--- src/hw/rtl/kpd_pkg.sv ---
// Shared types and constants for the packet deframer.
// Used by the result and configuration interfaces and by every module of the block.
package kpd_pkg;

	localparam int MAX_BYTES = 95;

	localparam int POS_W = 7;
	localparam int TICK_W = 16;
	localparam int CFG_IDX_W = 2;
	localparam int CFG_DATA_W = 16;

	localparam logic [CFG_IDX_W-1:0] REG_TIMEOUT = 2'd0;
	localparam logic [CFG_IDX_W-1:0] REG_START = 2'd1;
	localparam logic [CFG_IDX_W-1:0] REG_END = 2'd2;

	localparam logic [TICK_W-1:0] TIMEOUT_RST = 16'd100;
	localparam logic [7:0] START_RST = 8'h01;
	localparam logic [7:0] END_RST = 8'd13;

	localparam logic FUNC_BYTE = 1'b0;
	localparam logic FUNC_TICK = 1'b1;

	localparam logic KIND_BYTE = 1'b0;
	localparam logic KIND_STATUS = 1'b1;

	localparam logic [2:0] ST_OK = 3'd0;
	localparam logic [2:0] ST_TIMEOUT = 3'd1;
	localparam logic [2:0] ST_TOO_LONG = 3'd2;
	localparam logic [2:0] ST_SHORTER = 3'd3;
	localparam logic [2:0] ST_LONGER = 3'd4;
	localparam logic [2:0] ST_BAD_SUM = 3'd5;

	localparam logic [7:0] CHAR_OFFSET = 8'd32;

	typedef struct packed {
		logic       func;
		logic [7:0] data_byte;
		logic       is_start;
		logic       is_end;
	} kpd_item_t;

	function automatic logic [7:0] check_value(input logic [7:0] s);
		logic [5:0] folded;
		folded = s[5:0] + {4'd0, s[7:6]};
		return {2'b00, folded} + CHAR_OFFSET;
	endfunction

endpackage

--- src/hw/rtl/kpd_if.sv ---
// Channel interfaces of the deframer: input items, results and register writes.
// Depends on kpd_pkg.
interface kpd_item_if;
	logic       valid;
	logic       ready;
	logic       func;
	logic [7:0] data_byte;
	modport source (output valid, output func, output data_byte, input ready);
	modport sink (input valid, input func, input data_byte, output ready);
endinterface

interface kpd_result_if;
	import kpd_pkg::*;
	logic             valid;
	logic             ready;
	logic             kind;
	logic [POS_W-1:0] position;
	logic [7:0]       byte_value;
	logic [2:0]       status;
	logic [7:0]       packet_seq;
	logic [7:0]       packet_type;
	modport source (output valid, output kind, output position, output byte_value,
		output status, output packet_seq, output packet_type, input ready);
	modport sink (input valid, input kind, input position, input byte_value,
		input status, input packet_seq, input packet_type, output ready);
endinterface

interface kpd_cfg_if;
	import kpd_pkg::*;
	logic                  valid;
	logic                  ready;
	logic [CFG_IDX_W-1:0]  index;
	logic [CFG_DATA_W-1:0] data;
	modport source (output valid, output index, output data, input ready);
	modport sink (input valid, input index, input data, output ready);
endinterface

--- src/hw/rtl/kpd_front.sv ---
// Front end: configuration registers, request acceptance and character classification.
// Depends on kpd_pkg and kpd_if.
module kpd_front (
	input  logic                       clk,
	input  logic                       arst_n,
	kpd_item_if.sink                   in_ch,
	kpd_cfg_if.sink                    cfg_ch,
	output kpd_pkg::kpd_item_t         push_item,
	output logic                       push_valid,
	input  logic                       push_ready,
	output logic [kpd_pkg::TICK_W-1:0] timeout_ticks
);
	import kpd_pkg::*;

	logic [TICK_W-1:0] timeout_q;
	logic [7:0]        start_q;
	logic [7:0]        end_q;

	assign cfg_ch.ready = 1'b1;

	always_ff @(posedge clk or negedge arst_n) begin
		if (!arst_n) begin
			timeout_q <= TIMEOUT_RST;
			start_q <= START_RST;
			end_q <= END_RST;
		end else if (cfg_ch.valid) begin
			case (cfg_ch.index)
				REG_TIMEOUT: timeout_q <= cfg_ch.data;
				REG_START: start_q <= cfg_ch.data[7:0];
				REG_END: end_q <= cfg_ch.data[7:0];
				default: ;
			endcase
		end
	end

	assign timeout_ticks = timeout_q;
	assign in_ch.ready = push_ready;
	assign push_valid = in_ch.valid;

	always_comb begin
		push_item.func = in_ch.func;
		push_item.data_byte = in_ch.data_byte;
		push_item.is_start = (in_ch.data_byte == start_q);
		push_item.is_end = (in_ch.data_byte == end_q);
	end
endmodule

--- src/hw/rtl/kpd_queue.sv ---
// Two-entry queue of classified requests between front and back.
// Depends on kpd_pkg.
module kpd_queue (
	input  logic               clk,
	input  logic               arst_n,
	input  kpd_pkg::kpd_item_t push_item,
	input  logic               push_valid,
	output logic               push_ready,
	output kpd_pkg::kpd_item_t pop_item,
	output logic               pop_valid,
	input  logic               pop_ready
);
	import kpd_pkg::*;

	kpd_item_t  mem_q [2];
	logic       wr_ptr_q;
	logic       rd_ptr_q;
	logic [1:0] count_q;
	logic       push;
	logic       pop;

	assign push_ready = (count_q != 2'd2);
	assign pop_valid = (count_q != 2'd0);
	assign push = push_valid && push_ready;
	assign pop = pop_valid && pop_ready;
	assign pop_item = mem_q[rd_ptr_q];

	always_ff @(posedge clk) begin
		if (push) begin
			mem_q[wr_ptr_q] <= push_item;
		end
	end

	always_ff @(posedge clk or negedge arst_n) begin
		if (!arst_n) begin
			wr_ptr_q <= 1'b0;
			rd_ptr_q <= 1'b0;
			count_q <= 2'd0;
		end else begin
			if (push) begin
				wr_ptr_q <= ~wr_ptr_q;
			end
			if (pop) begin
				rd_ptr_q <= ~rd_ptr_q;
			end
			case ({push, pop})
				2'b10: count_q <= count_q + 2'd1;
				2'b01: count_q <= count_q - 2'd1;
				default: ;
			endcase
		end
	end
endmodule

--- src/hw/rtl/kpd_back.sv ---
// Back end: packet state, length and checksum checks, and the result register.
// Depends on kpd_pkg and kpd_if.
module kpd_back (
	input  logic                       clk,
	input  logic                       arst_n,
	input  kpd_pkg::kpd_item_t         pop_item,
	input  logic                       pop_valid,
	output logic                       pop_ready,
	input  logic [kpd_pkg::TICK_W-1:0] timeout_ticks,
	kpd_result_if.source               out_ch
);
	import kpd_pkg::*;

	logic             in_packet_q;
	logic [POS_W-1:0] count_q;
	logic [TICK_W-1:0] tick_q;
	logic [7:0]       sum_q;
	logic [7:0]       sum_prev_q;
	logic [7:0]       last_q;
	logic [7:0]       len_q;
	logic [7:0]       seq_q;
	logic [7:0]       type_q;

	logic             out_valid_q;
	logic             kind_q;
	logic [POS_W-1:0] position_q;
	logic [7:0]       byte_value_q;
	logic [2:0]       status_q;
	logic [7:0]       seq_out_q;
	logic [7:0]       type_out_q;

	logic              pop;
	logic [TICK_W-1:0] tick_inc;
	logic              timed_out;
	logic [7:0]        count_adj;
	logic [2:0]        finish_code;
	logic              emit;
	logic              emit_status;
	logic [2:0]        emit_code;
	logic              clear_all;

	assign pop_ready = !out_valid_q || out_ch.ready;
	assign pop = pop_valid && pop_ready;

	assign tick_inc = (tick_q != {TICK_W{1'b1}}) ? tick_q + 1'b1 : tick_q;
	assign timed_out = (tick_inc >= timeout_ticks);
	assign count_adj = {1'b0, count_q} + 8'd31;

	always_comb begin
		if (count_q == '0) begin
			finish_code = ST_SHORTER;
		end else if (len_q < count_adj) begin
			finish_code = ST_SHORTER;
		end else if (len_q != count_adj) begin
			finish_code = ST_LONGER;
		end else if (last_q != check_value(sum_prev_q)) begin
			finish_code = ST_BAD_SUM;
		end else begin
			finish_code = ST_OK;
		end
	end

	always_comb begin
		emit = 1'b0;
		emit_status = 1'b0;
		emit_code = ST_OK;
		if (pop_item.func == FUNC_TICK) begin
			if (timed_out) begin
				emit = 1'b1;
				emit_status = 1'b1;
				emit_code = ST_TIMEOUT;
			end
		end else if (in_packet_q) begin
			emit = 1'b1;
			if (pop_item.is_end) begin
				emit_status = 1'b1;
				emit_code = finish_code;
			end else if (count_q >= POS_W'(MAX_BYTES)) begin
				emit_status = 1'b1;
				emit_code = ST_TOO_LONG;
			end
		end
	end

	assign clear_all = emit_status ||
		(pop_item.func == FUNC_BYTE && !in_packet_q && pop_item.is_start);

	always_ff @(posedge clk or negedge arst_n) begin
		if (!arst_n) begin
			in_packet_q <= 1'b0;
			count_q <= '0;
			tick_q <= '0;
			sum_q <= '0;
			sum_prev_q <= '0;
			last_q <= '0;
			len_q <= '0;
			seq_q <= '0;
			type_q <= '0;
		end else if (pop) begin
			if (clear_all) begin
				in_packet_q <= !emit_status;
				count_q <= '0;
				tick_q <= '0;
				sum_q <= '0;
				sum_prev_q <= '0;
				last_q <= '0;
				len_q <= '0;
				seq_q <= '0;
				type_q <= '0;
			end else if (pop_item.func == FUNC_TICK) begin
				tick_q <= tick_inc;
			end else if (in_packet_q) begin
				tick_q <= '0;
				case (count_q)
					POS_W'(0): len_q <= pop_item.data_byte;
					POS_W'(1): seq_q <= pop_item.data_byte;
					POS_W'(2): type_q <= pop_item.data_byte;
					default: ;
				endcase
				sum_prev_q <= sum_q;
				sum_q <= sum_q + pop_item.data_byte;
				last_q <= pop_item.data_byte;
				count_q <= count_q + 1'b1;
			end
		end
	end

	always_ff @(posedge clk or negedge arst_n) begin
		if (!arst_n) begin
			out_valid_q <= 1'b0;
		end else if (pop_ready) begin
			out_valid_q <= pop && emit;
		end
	end

	always_ff @(posedge clk) begin
		if (pop && emit) begin
			if (emit_status) begin
				kind_q <= KIND_STATUS;
				position_q <= '0;
				byte_value_q <= '0;
				status_q <= emit_code;
				seq_out_q <= seq_q;
				type_out_q <= type_q;
			end else begin
				kind_q <= KIND_BYTE;
				position_q <= count_q;
				byte_value_q <= pop_item.data_byte;
				status_q <= ST_OK;
				seq_out_q <= '0;
				type_out_q <= '0;
			end
		end
	end

	assign out_ch.valid = out_valid_q;
	assign out_ch.kind = kind_q;
	assign out_ch.position = position_q;
	assign out_ch.byte_value = byte_value_q;
	assign out_ch.status = status_q;
	assign out_ch.packet_seq = seq_out_q;
	assign out_ch.packet_type = type_out_q;
endmodule

--- src/hw/rtl/kermit_packet_deframer.sv ---
// Kermit packet deframer, type-1 checksum: front end, two-entry queue, back end.
// A request that yields a result is held in a queue entry, then in the result register.
// Throughput: one request per cycle, set by the back end, while out_ch accepts each result.
// Reset (arst_n low, asynchronous): hunting, packet state cleared, queue empty,
// registers back to timeout 100, start 0x01, end 13. No clearing pass.
module kermit_packet_deframer (
	input  logic         clk,
	input  logic         arst_n,
	kpd_item_if.sink     in_ch,
	kpd_result_if.source out_ch,
	kpd_cfg_if.sink      cfg_ch
);
	import kpd_pkg::*;

	kpd_item_t         push_item;
	logic              push_valid;
	logic              push_ready;
	kpd_item_t         pop_item;
	logic              pop_valid;
	logic              pop_ready;
	logic [TICK_W-1:0] timeout_ticks;

	kpd_front u_front (
		.clk           (clk),
		.arst_n        (arst_n),
		.in_ch         (in_ch),
		.cfg_ch        (cfg_ch),
		.push_item     (push_item),
		.push_valid    (push_valid),
		.push_ready    (push_ready),
		.timeout_ticks (timeout_ticks)
	);

	kpd_queue u_queue (
		.clk        (clk),
		.arst_n     (arst_n),
		.push_item  (push_item),
		.push_valid (push_valid),
		.push_ready (push_ready),
		.pop_item   (pop_item),
		.pop_valid  (pop_valid),
		.pop_ready  (pop_ready)
	);

	kpd_back u_back (
		.clk           (clk),
		.arst_n        (arst_n),
		.pop_item      (pop_item),
		.pop_valid     (pop_valid),
		.pop_ready     (pop_ready),
		.timeout_ticks (timeout_ticks),
		.out_ch        (out_ch)
	);
endmodule
--- src/flat_wrapper.sv ---
// flat-port wrapper written by rule: the top's interface ports become plain ports
module kermit_packet_deframer_flat import kpd_pkg::*;
  (clk, arst_n, in_ch_valid, in_ch_func, in_ch_data_byte, in_ch_ready, out_ch_valid, out_ch_kind, out_ch_position, out_ch_byte_value, out_ch_status, out_ch_packet_seq, out_ch_packet_type, out_ch_ready, cfg_ch_valid, cfg_ch_index, cfg_ch_data, cfg_ch_ready);
  kpd_item_if in_ch_i ();
  kpd_result_if out_ch_i ();
  kpd_cfg_if cfg_ch_i ();
  input  logic clk;
  input  logic arst_n;
  input wire logic [$bits(in_ch_i.valid)-1:0] in_ch_valid;
  input wire logic [$bits(in_ch_i.func)-1:0] in_ch_func;
  input wire logic [$bits(in_ch_i.data_byte)-1:0] in_ch_data_byte;
  output wire logic [$bits(in_ch_i.ready)-1:0] in_ch_ready;
  output wire logic [$bits(out_ch_i.valid)-1:0] out_ch_valid;
  output wire logic [$bits(out_ch_i.kind)-1:0] out_ch_kind;
  output wire logic [$bits(out_ch_i.position)-1:0] out_ch_position;
  output wire logic [$bits(out_ch_i.byte_value)-1:0] out_ch_byte_value;
  output wire logic [$bits(out_ch_i.status)-1:0] out_ch_status;
  output wire logic [$bits(out_ch_i.packet_seq)-1:0] out_ch_packet_seq;
  output wire logic [$bits(out_ch_i.packet_type)-1:0] out_ch_packet_type;
  input wire logic [$bits(out_ch_i.ready)-1:0] out_ch_ready;
  input wire logic [$bits(cfg_ch_i.valid)-1:0] cfg_ch_valid;
  input wire logic [$bits(cfg_ch_i.index)-1:0] cfg_ch_index;
  input wire logic [$bits(cfg_ch_i.data)-1:0] cfg_ch_data;
  output wire logic [$bits(cfg_ch_i.ready)-1:0] cfg_ch_ready;
  assign in_ch_i.valid = in_ch_valid;
  assign in_ch_i.func = in_ch_func;
  assign in_ch_i.data_byte = in_ch_data_byte;
  assign in_ch_ready = in_ch_i.ready;
  assign out_ch_valid = out_ch_i.valid;
  assign out_ch_kind = out_ch_i.kind;
  assign out_ch_position = out_ch_i.position;
  assign out_ch_byte_value = out_ch_i.byte_value;
  assign out_ch_status = out_ch_i.status;
  assign out_ch_packet_seq = out_ch_i.packet_seq;
  assign out_ch_packet_type = out_ch_i.packet_type;
  assign out_ch_i.ready = out_ch_ready;
  assign cfg_ch_i.valid = cfg_ch_valid;
  assign cfg_ch_i.index = cfg_ch_index;
  assign cfg_ch_i.data = cfg_ch_data;
  assign cfg_ch_ready = cfg_ch_i.ready;
  kermit_packet_deframer u_core (.clk(clk), .arst_n(arst_n), .in_ch(in_ch_i), .out_ch(out_ch_i), .cfg_ch(cfg_ch_i));
endmodule
--- config.mk ---
export PLATFORM = sky130hd
export DESIGN_NAME = kermit_packet_deframer_flat
export DESIGN_NICKNAME = d
export VERILOG_FILES = /design/src/hw/rtl/kpd_pkg.sv /design/src/hw/rtl/kpd_if.sv /design/src/hw/rtl/kpd_front.sv /design/src/hw/rtl/kpd_queue.sv /design/src/hw/rtl/kpd_back.sv /design/src/hw/rtl/kermit_packet_deframer.sv /design/src/flat_wrapper.sv
export SDC_FILE = /design/constraint.sdc
export NUM_CORES = 1
export LEC_CHECK = 0
export BUFFER_PORTS_ARGS = -buffer_cell sky130_fd_sc_hd__buf_2
export CORE_UTILIZATION = 45
export DETAILED_ROUTE_END_ITERATION = 10
export PLACE_DENSITY = 0.63
export SLEW_MARGIN = 30
export SYNTH_ARGS = -nofsm -noshare
export SYNTH_HDL_FRONTEND = slang
export SYNTH_SLANG_ARGS = --single-unit
--- constraint.sdc ---
create_clock -name clk -period 13.41 [get_ports clk]
set_input_delay 1.341 -clock clk [delete_from_list [all_inputs] [get_ports clk]]
set_output_delay 1.341 -clock clk [all_outputs]
set_load 0.01 [all_outputs]
Word-level counts from Yosys, hierarchy flattened. Memory sizes are Yosys's and may differ from the RTL's. Cells that the tools add are included.

Flip-flop bits (word level): 144. Bits in writable memories: 22. Bits of input ports: 32. Output and inout port bits: 38. Word-level logic and storage cells: 126. Memories: 1.

Add/subtract/negate cells: 8. $lt $le $gt $ge: 3. Eq/ne operators: 13. Mux-type cells: 48. Bitwise gates (word level): 3. Reductions and logical operators: 28.

Memories: u_core.u_queue.mem_q (words 2, width 11, read ports 1, clocked after memory_dff 0, write ports 1, line kpd_queue.sv:15) `kpd_item_t mem_q [2];`.

Operator list (count): 8-bit two-way mux (21); 16-bit two-way mux (4); 3-bit two-way mux (7); 7-bit two-way mux (3); 16-bit by 1-bit adder with 16-bit output (second input constant) (1); 8-bit == test (2); 16-bit greater-or-equal comparator (1); 16-bit != test (second input constant) (1); 4-bit AND reduction (3); 2-bit nonzero test (6); 1-bit two-way mux (11); 2-bit AND reduction (5); 7-bit by 5-bit adder with 8-bit output (second input constant) (1); 8-bit adder (1); 8-bit < comparator (1); 8-bit by 7-bit != test with 1-bit output (1); 8-bit != test (1); 6-bit by 6-bit adder with 7-bit output (second input constant) (1); 7-bit by 1-bit adder with 7-bit output (second input constant) (1); 7-bit by 1-bit == test with 1-bit output (second input constant) (1); 7-bit by 2-bit == test with 1-bit output (second input constant) (1); 7-bit greater-or-equal comparator (second input constant) (1); 7-bit zero test (1); 6-bit by 2-bit adder with 6-bit output (1); 15 further kinds (26).

Longest topological paths before layout.
Depth in word-level cells: 10. Gate-level depth with buffers: 15. Mapped depth without buffers: 12.

Modules after synthesis. From an unflattened synthesis, not the netlist that was laid out.

Cells, all modules: 679. Area total of the unflattened synthesis: 8286.7 um^2.

By module, submodules not included: kpd_back (instances 1, cells an instance 525, area an instance 5818.1 um^2, sequential area each 2877.8 um^2); kpd_front (instances 1, cells an instance 103, area an instance 1481.4 um^2, sequential area each 809.5 um^2); kpd_queue (instances 1, cells an instance 51, area an instance 987.2 um^2, sequential area each 760.7 um^2).

Worst setup path before layout. No wires, ideal clock.

Kind: register to register. From: register u_core.u_back.tick_q[6]. To: register u_core.u_back.byte_value_q[0] (netlist: u_core.u_back.out_ch.byte_value[0]) (enable). Setup time: 0.471 ns. Arrival: 5.642 ns. Required time: 12.939 ns. Setup slack: 7.297 ns. Stages on the path, launching flop included: 14. Path buffers: 2. Clock period less this slack: 6.113 ns. Cell sequence: dfrtp_1 clkbuf_1 and4_1 and2_1 and3_1 and3_1 mux2_1 ha_1 nand4_1 or4_1 o31a_4 and2_1 buf_2 nor3_1.

Cells in the longest elaborated chain, start to end: 6. Elaborated cells between the ends (all ways): 7. Those cells by class: add/sub: 1; order compare: 1; eq/ne: 1; mux: 3; reduce/logical: 1.

RTL lines: from (decl) (line kpd_back.sv:16) `logic [TICK_W-1:0] tick_q;`; from (signal assigned) (line kpd_back.sv:111) `tick_q <= tick_inc;`; 16-bit by 1-bit adder with 16-bit output / 16-bit != test (equally long branches) (line kpd_back.sv:45) `assign tick_inc = (tick_q != {TICK_W{1'b1}}) ? tick_q + 1'b1 : tick_q;`; 16-bit two-way mux * (line kpd_back.sv:45); 16-bit greater-or-equal comparator * (line kpd_back.sv:46) `assign timed_out = (tick_inc >= timeout_ticks);`; 1-bit two-way mux * (line kpd_back.sv:68) `if (timed_out) begin`; 1-bit two-way mux * (line kpd_back.sv:67) `if (pop_item.func == FUNC_TICK) begin`; 1-bit logical AND * (line kpd_back.sv:137) `if (pop && emit) begin`; to (signal assigned) (line kpd_back.sv:148) `byte_value_q <= pop_item.data_byte;`; to (decl) (line kpd_back.sv:27) `logic [7:0] byte_value_q;`.

Every way passes the cells marked *; elsewhere a longest branch is shown, timed or not. A chain may end at the register's enable or synchronous reset.

Worst setup path after layout.
From: register u_core.u_back.tick_q[4]. To: register u_core.u_back.sum_q[3].

Cells in the longest elaborated chain, start to end: 8. Elaborated cells between the ends (all ways): 11. Those cells by class: add/sub: 1; order compare: 1; eq/ne: 2; mux: 4; reduce/logical: 3.

RTL lines: 16-bit by 1-bit adder with 16-bit output / 16-bit != test (equally long branches) (line kpd_back.sv:45); 16-bit two-way mux * (line kpd_back.sv:45); 16-bit greater-or-equal comparator * (line kpd_back.sv:46); 1-bit two-way mux * (line kpd_back.sv:68); 1-bit two-way mux * (line kpd_back.sv:67); 1-bit logical OR * (line kpd_back.sv:85) `assign clear_all = emit_status ||`; 2-bit by 1-bit != test with 1-bit output (no source line) / 2-bit nonzero test (equally long branches); 3-bit AND reduction (no source line); to (signal assigned) (line kpd_back.sv:121) `sum_q <= sum_q + pop_item.data_byte;`; to (decl) (line kpd_back.sv:17) `logic [7:0] sum_q;`.

Marked as above.

==> reports/qor.yml <==
outcome:
  status: "finished, final reports clean"
clocking:
  cts.reportedPaths.clkPinSlew_ps: 70
  clock_latency_ps: 440
  root_buffer: "clkbuf_16"
  ctsHoldBuffers: 0
  post_cts_buffers: 0
  htree_levels: 4
  cts_tree: "done"
  cts_resized: 0
  clockBufferDepth: 2
  cts_buffers: 17
  cts_sinks: 166
grt:
  grt_pass1_vias: 5742
  grt_pass1_wl_mm: 29.97
  grt_start_max_net_pins: 61
  overflow: 0
  antenna_found_initial: 0
  groute.usage.overall_pct: 21.00
synth:
  synth_nets: 774
  synth-edff-count: 57
  async_reset_ff_share_pct: 65.66
  ys_seq_area_share_pct: 53.96
  synth_top_area_cell: "dfrtp_1"
  synthFlopType: "dfrtp_1"
  syn_inst: 701
  syn-cell-area_um2: 8243
  synth.distinct_cells: 73
  synth_top_area_share_pct: 30.97
  ys_ff_latch: 166
  synth_area_per_cell_um2: 11.76
  yosys_warnings: 0
  synthTopCellsByArea: "dfrtp_1 (31%), edfxtp_1 (21%), ha_1 (5.9%), xnor2_1 (4.3%), a22o_1 (3.3%)"
sta:
  rsz0062_at_grt: "no"
  maxSlewHeadroom_pct: 44.32
  setup_slack_ps: 8818
  holdWs_ps: 483.6
  slew_viol_final: 0
  fmax_mhz: 217.8
  setup_viol: 0
  fin_skew_ps: 9.877
  period_share_pct: 34.24
  final.setup.tns_ps: 0
  tightest_slew_ps: 832.1
  hold_viol: 0
  period_needed_ps: 4592
floorplanning:
  core_um2: 17960
  io_pins: 70
  die_height_um: 137.3
  start_util_pct: 45.89
  die_x_um: 137.3
  row_count: 49
  fp.dieArea_um2: 18860
cells_and_area:
  most-common-layout-cells: "dfrtp_1 (102), buf_2 (67), edfxtp_1 (57), nand2_1 (41)"
  diodes: 0
  n_fill_cell: 1602
  final_cell_area_um2: 9419
  drive_above_1_share_pct: 19.85
  area_delta_synth_final_pct: 14.27
  final_nets: 841
  layout_commonest_cell: "dfrtp_1"
worst_setup_path:
  path_delay_family: "simple AND/OR/NAND/NOR gates"
  cpPeakStageDelay_ps: 680
  cp-end-kind: "flop"
  path_cells: "and4_1, and3_1, and3_1, and3_1, mux2_1, ha_1, nand4_1, or4_1, o31a_4, a21oi_4, o31ai_4, buf_6, a22o_1"
  path_class: "reg2reg"
  r2r_cells: 13
  crit_arrival_ps: 4920
  cp-start-kind: "flop"
  crit_buf_inv: 1
  crit_cells: 13
  worst_path_max_delay_cell: "a21oi_4"
  crit_fanout: 36
  cp_common_cell: "and3_1"
  required_ps: 13740
power:
  leakagePower_nw: 4.132
  power_density_nw_per_um2: 204.3
  vdd_drop_max_mv: 0.1247
  power_mw: 1.925
placed_design:
  hpwl_mm: 12.82
  gp_congestion: 0.8970
  placed_area_um2: 8805
  place_ws_ps: 8751
  place.port_buffers: 68
drt:
  vias_per_cell: 5.605
  wl_per_cell_um: 17.72
  routed_wl_mm: 17.90
  ant_nets: 0
  drtPass1Iterations: 5
  vias: 5661
  drt_iter0_markers: 500
  drcViolationCount: 0
min_path:
  hold_path.class: "reg2reg"
  hold_depth: 1
job:
  maxCapViolations: 0
metrics by stage:
step / util, % / std cells
after global placement: 49.00 / 977
after floorplan: - / 701
after CTS: 52.34 / 1009
final: 52.43 / 1010
after global routing: 52.43 / 1010
after detailed placement: 49.01 / 977
cell usage after synthesis, types with 4 or more instances:
cell type  instances
o31ai_1            4
nor2_1            30
nand4_1           12
o2bb2ai_1         21
and2_1            24
buf_2              7
a22o_1            31
a21oi_1           20
clkbuf_1          16
nor3_1            10
nor2b_1           11
xor2_1            10
nand3_1           11
nand3b_1           5
mux2_2            21
ha_1              39
o21ai_0           34
inv_1             40
edfxtp_1          57
dfrtp_1          102
and3_1             7
xnor2_1           40
nand2b_1           6
mux2i_1           12
a21o_1             6
dfstp_2            7
nand2_1           41
nor4_1             6
final timing paths:
kind | end | startpoint | slack, ps
max in group asynchronous | u_core.u_back.tick_q[9] | arst_n | 11260
worst min-delay path | u_core.u_back.seq_q[7] | u_core.u_back.seq_q[7] | 480
worst max register to register | u_core.u_back.sum_q[3] | u_core.u_back.tick_q[4] | 8820
min in group asynchronous | u_core.u_back.seq_q[2] | arst_n | 930
worst max-delay path | u_core.u_back.sum_q[3] | u_core.u_back.tick_q[4] | 8820
worst min register to register | u_core.u_back.seq_q[7] | u_core.u_back.seq_q[7] | 480
where the power goes:
part	switching, mW	internal (mW)	leakage, nW
clock	0.230	0.267	0.294
sequential	0.0808	0.671	1.96
combinational	0.416	0.260	1.87
total	0.727	1.20	4.13
layer usage:
metal | wire length, µm | global-route usage [%] | vias up
met5 | 0 | 0 | -
li1 | - | - | 2695
met3 | 770 | 4.673 | 29
met4 | 321 | 7.631 | 0
met2 | 8808 | 34.93 | 139
met1 | 7998 | 26.80 | 2798
state kept, by name (all words and copies together) (netlist names), 8 cells and up:
signal and flops:
u_core.u_front.end_q 8, u_core.u_back.last_q 8, u_core.u_back.sum_q 8, u_core.u_back.out_ch.packet_seq 8
u_core.u_back.tick_q 16, u_core.u_back.seq_q 8, u_core.u_back.out_ch.byte_value 8, u_core.u_back.out_ch.packet_type 8
u_core.u_back.type_q 8, u_core.u_back.sum_prev_q 8, u_core.u_front.timeout_ticks 16, u_core.u_queue.mem_q 22
u_core.u_back.len_q 8, u_core.u_front.start_q 8
area by class of cell:
| type | instances | area, µm² | area share (%) |
|---|---|---|---|
| clock inverter | 15 | 172.7 | 1.833 |
| multi-input combinational | 468 | 3537 | 37.55 |
| inverter | 40 | 150.1 | 1.594 |
| timing repair buffer | 75 | 399.1 | 4.238 |
| tap | 229 | 286.5 | 3.042 |
| sequential | 166 | 4448 | 47.22 |
| clock buffer | 17 | 425.4 | 4.516 |
cell families (layout without fill, tap and decap cells):
logic type / count (synthesis) / in the layout / synth area share [%]
AO/OA/AOI/OAI: 161 / 161 / 14.82
flip-flops: 166 / 166 / 53.96
AND/OR/NAND/NOR: 180 / 180 / 11.49
buffers and inverters: 67 / 147 / 3.339
multiplexers: 35 / 35 / 4.630
adder cells (fa/ha/maj): 41 / 41 / 6.406
other: 1 / 1 / 0.04549
XOR/XNOR: 50 / 50 / 5.313
Power figures use the tool's default switching activity.
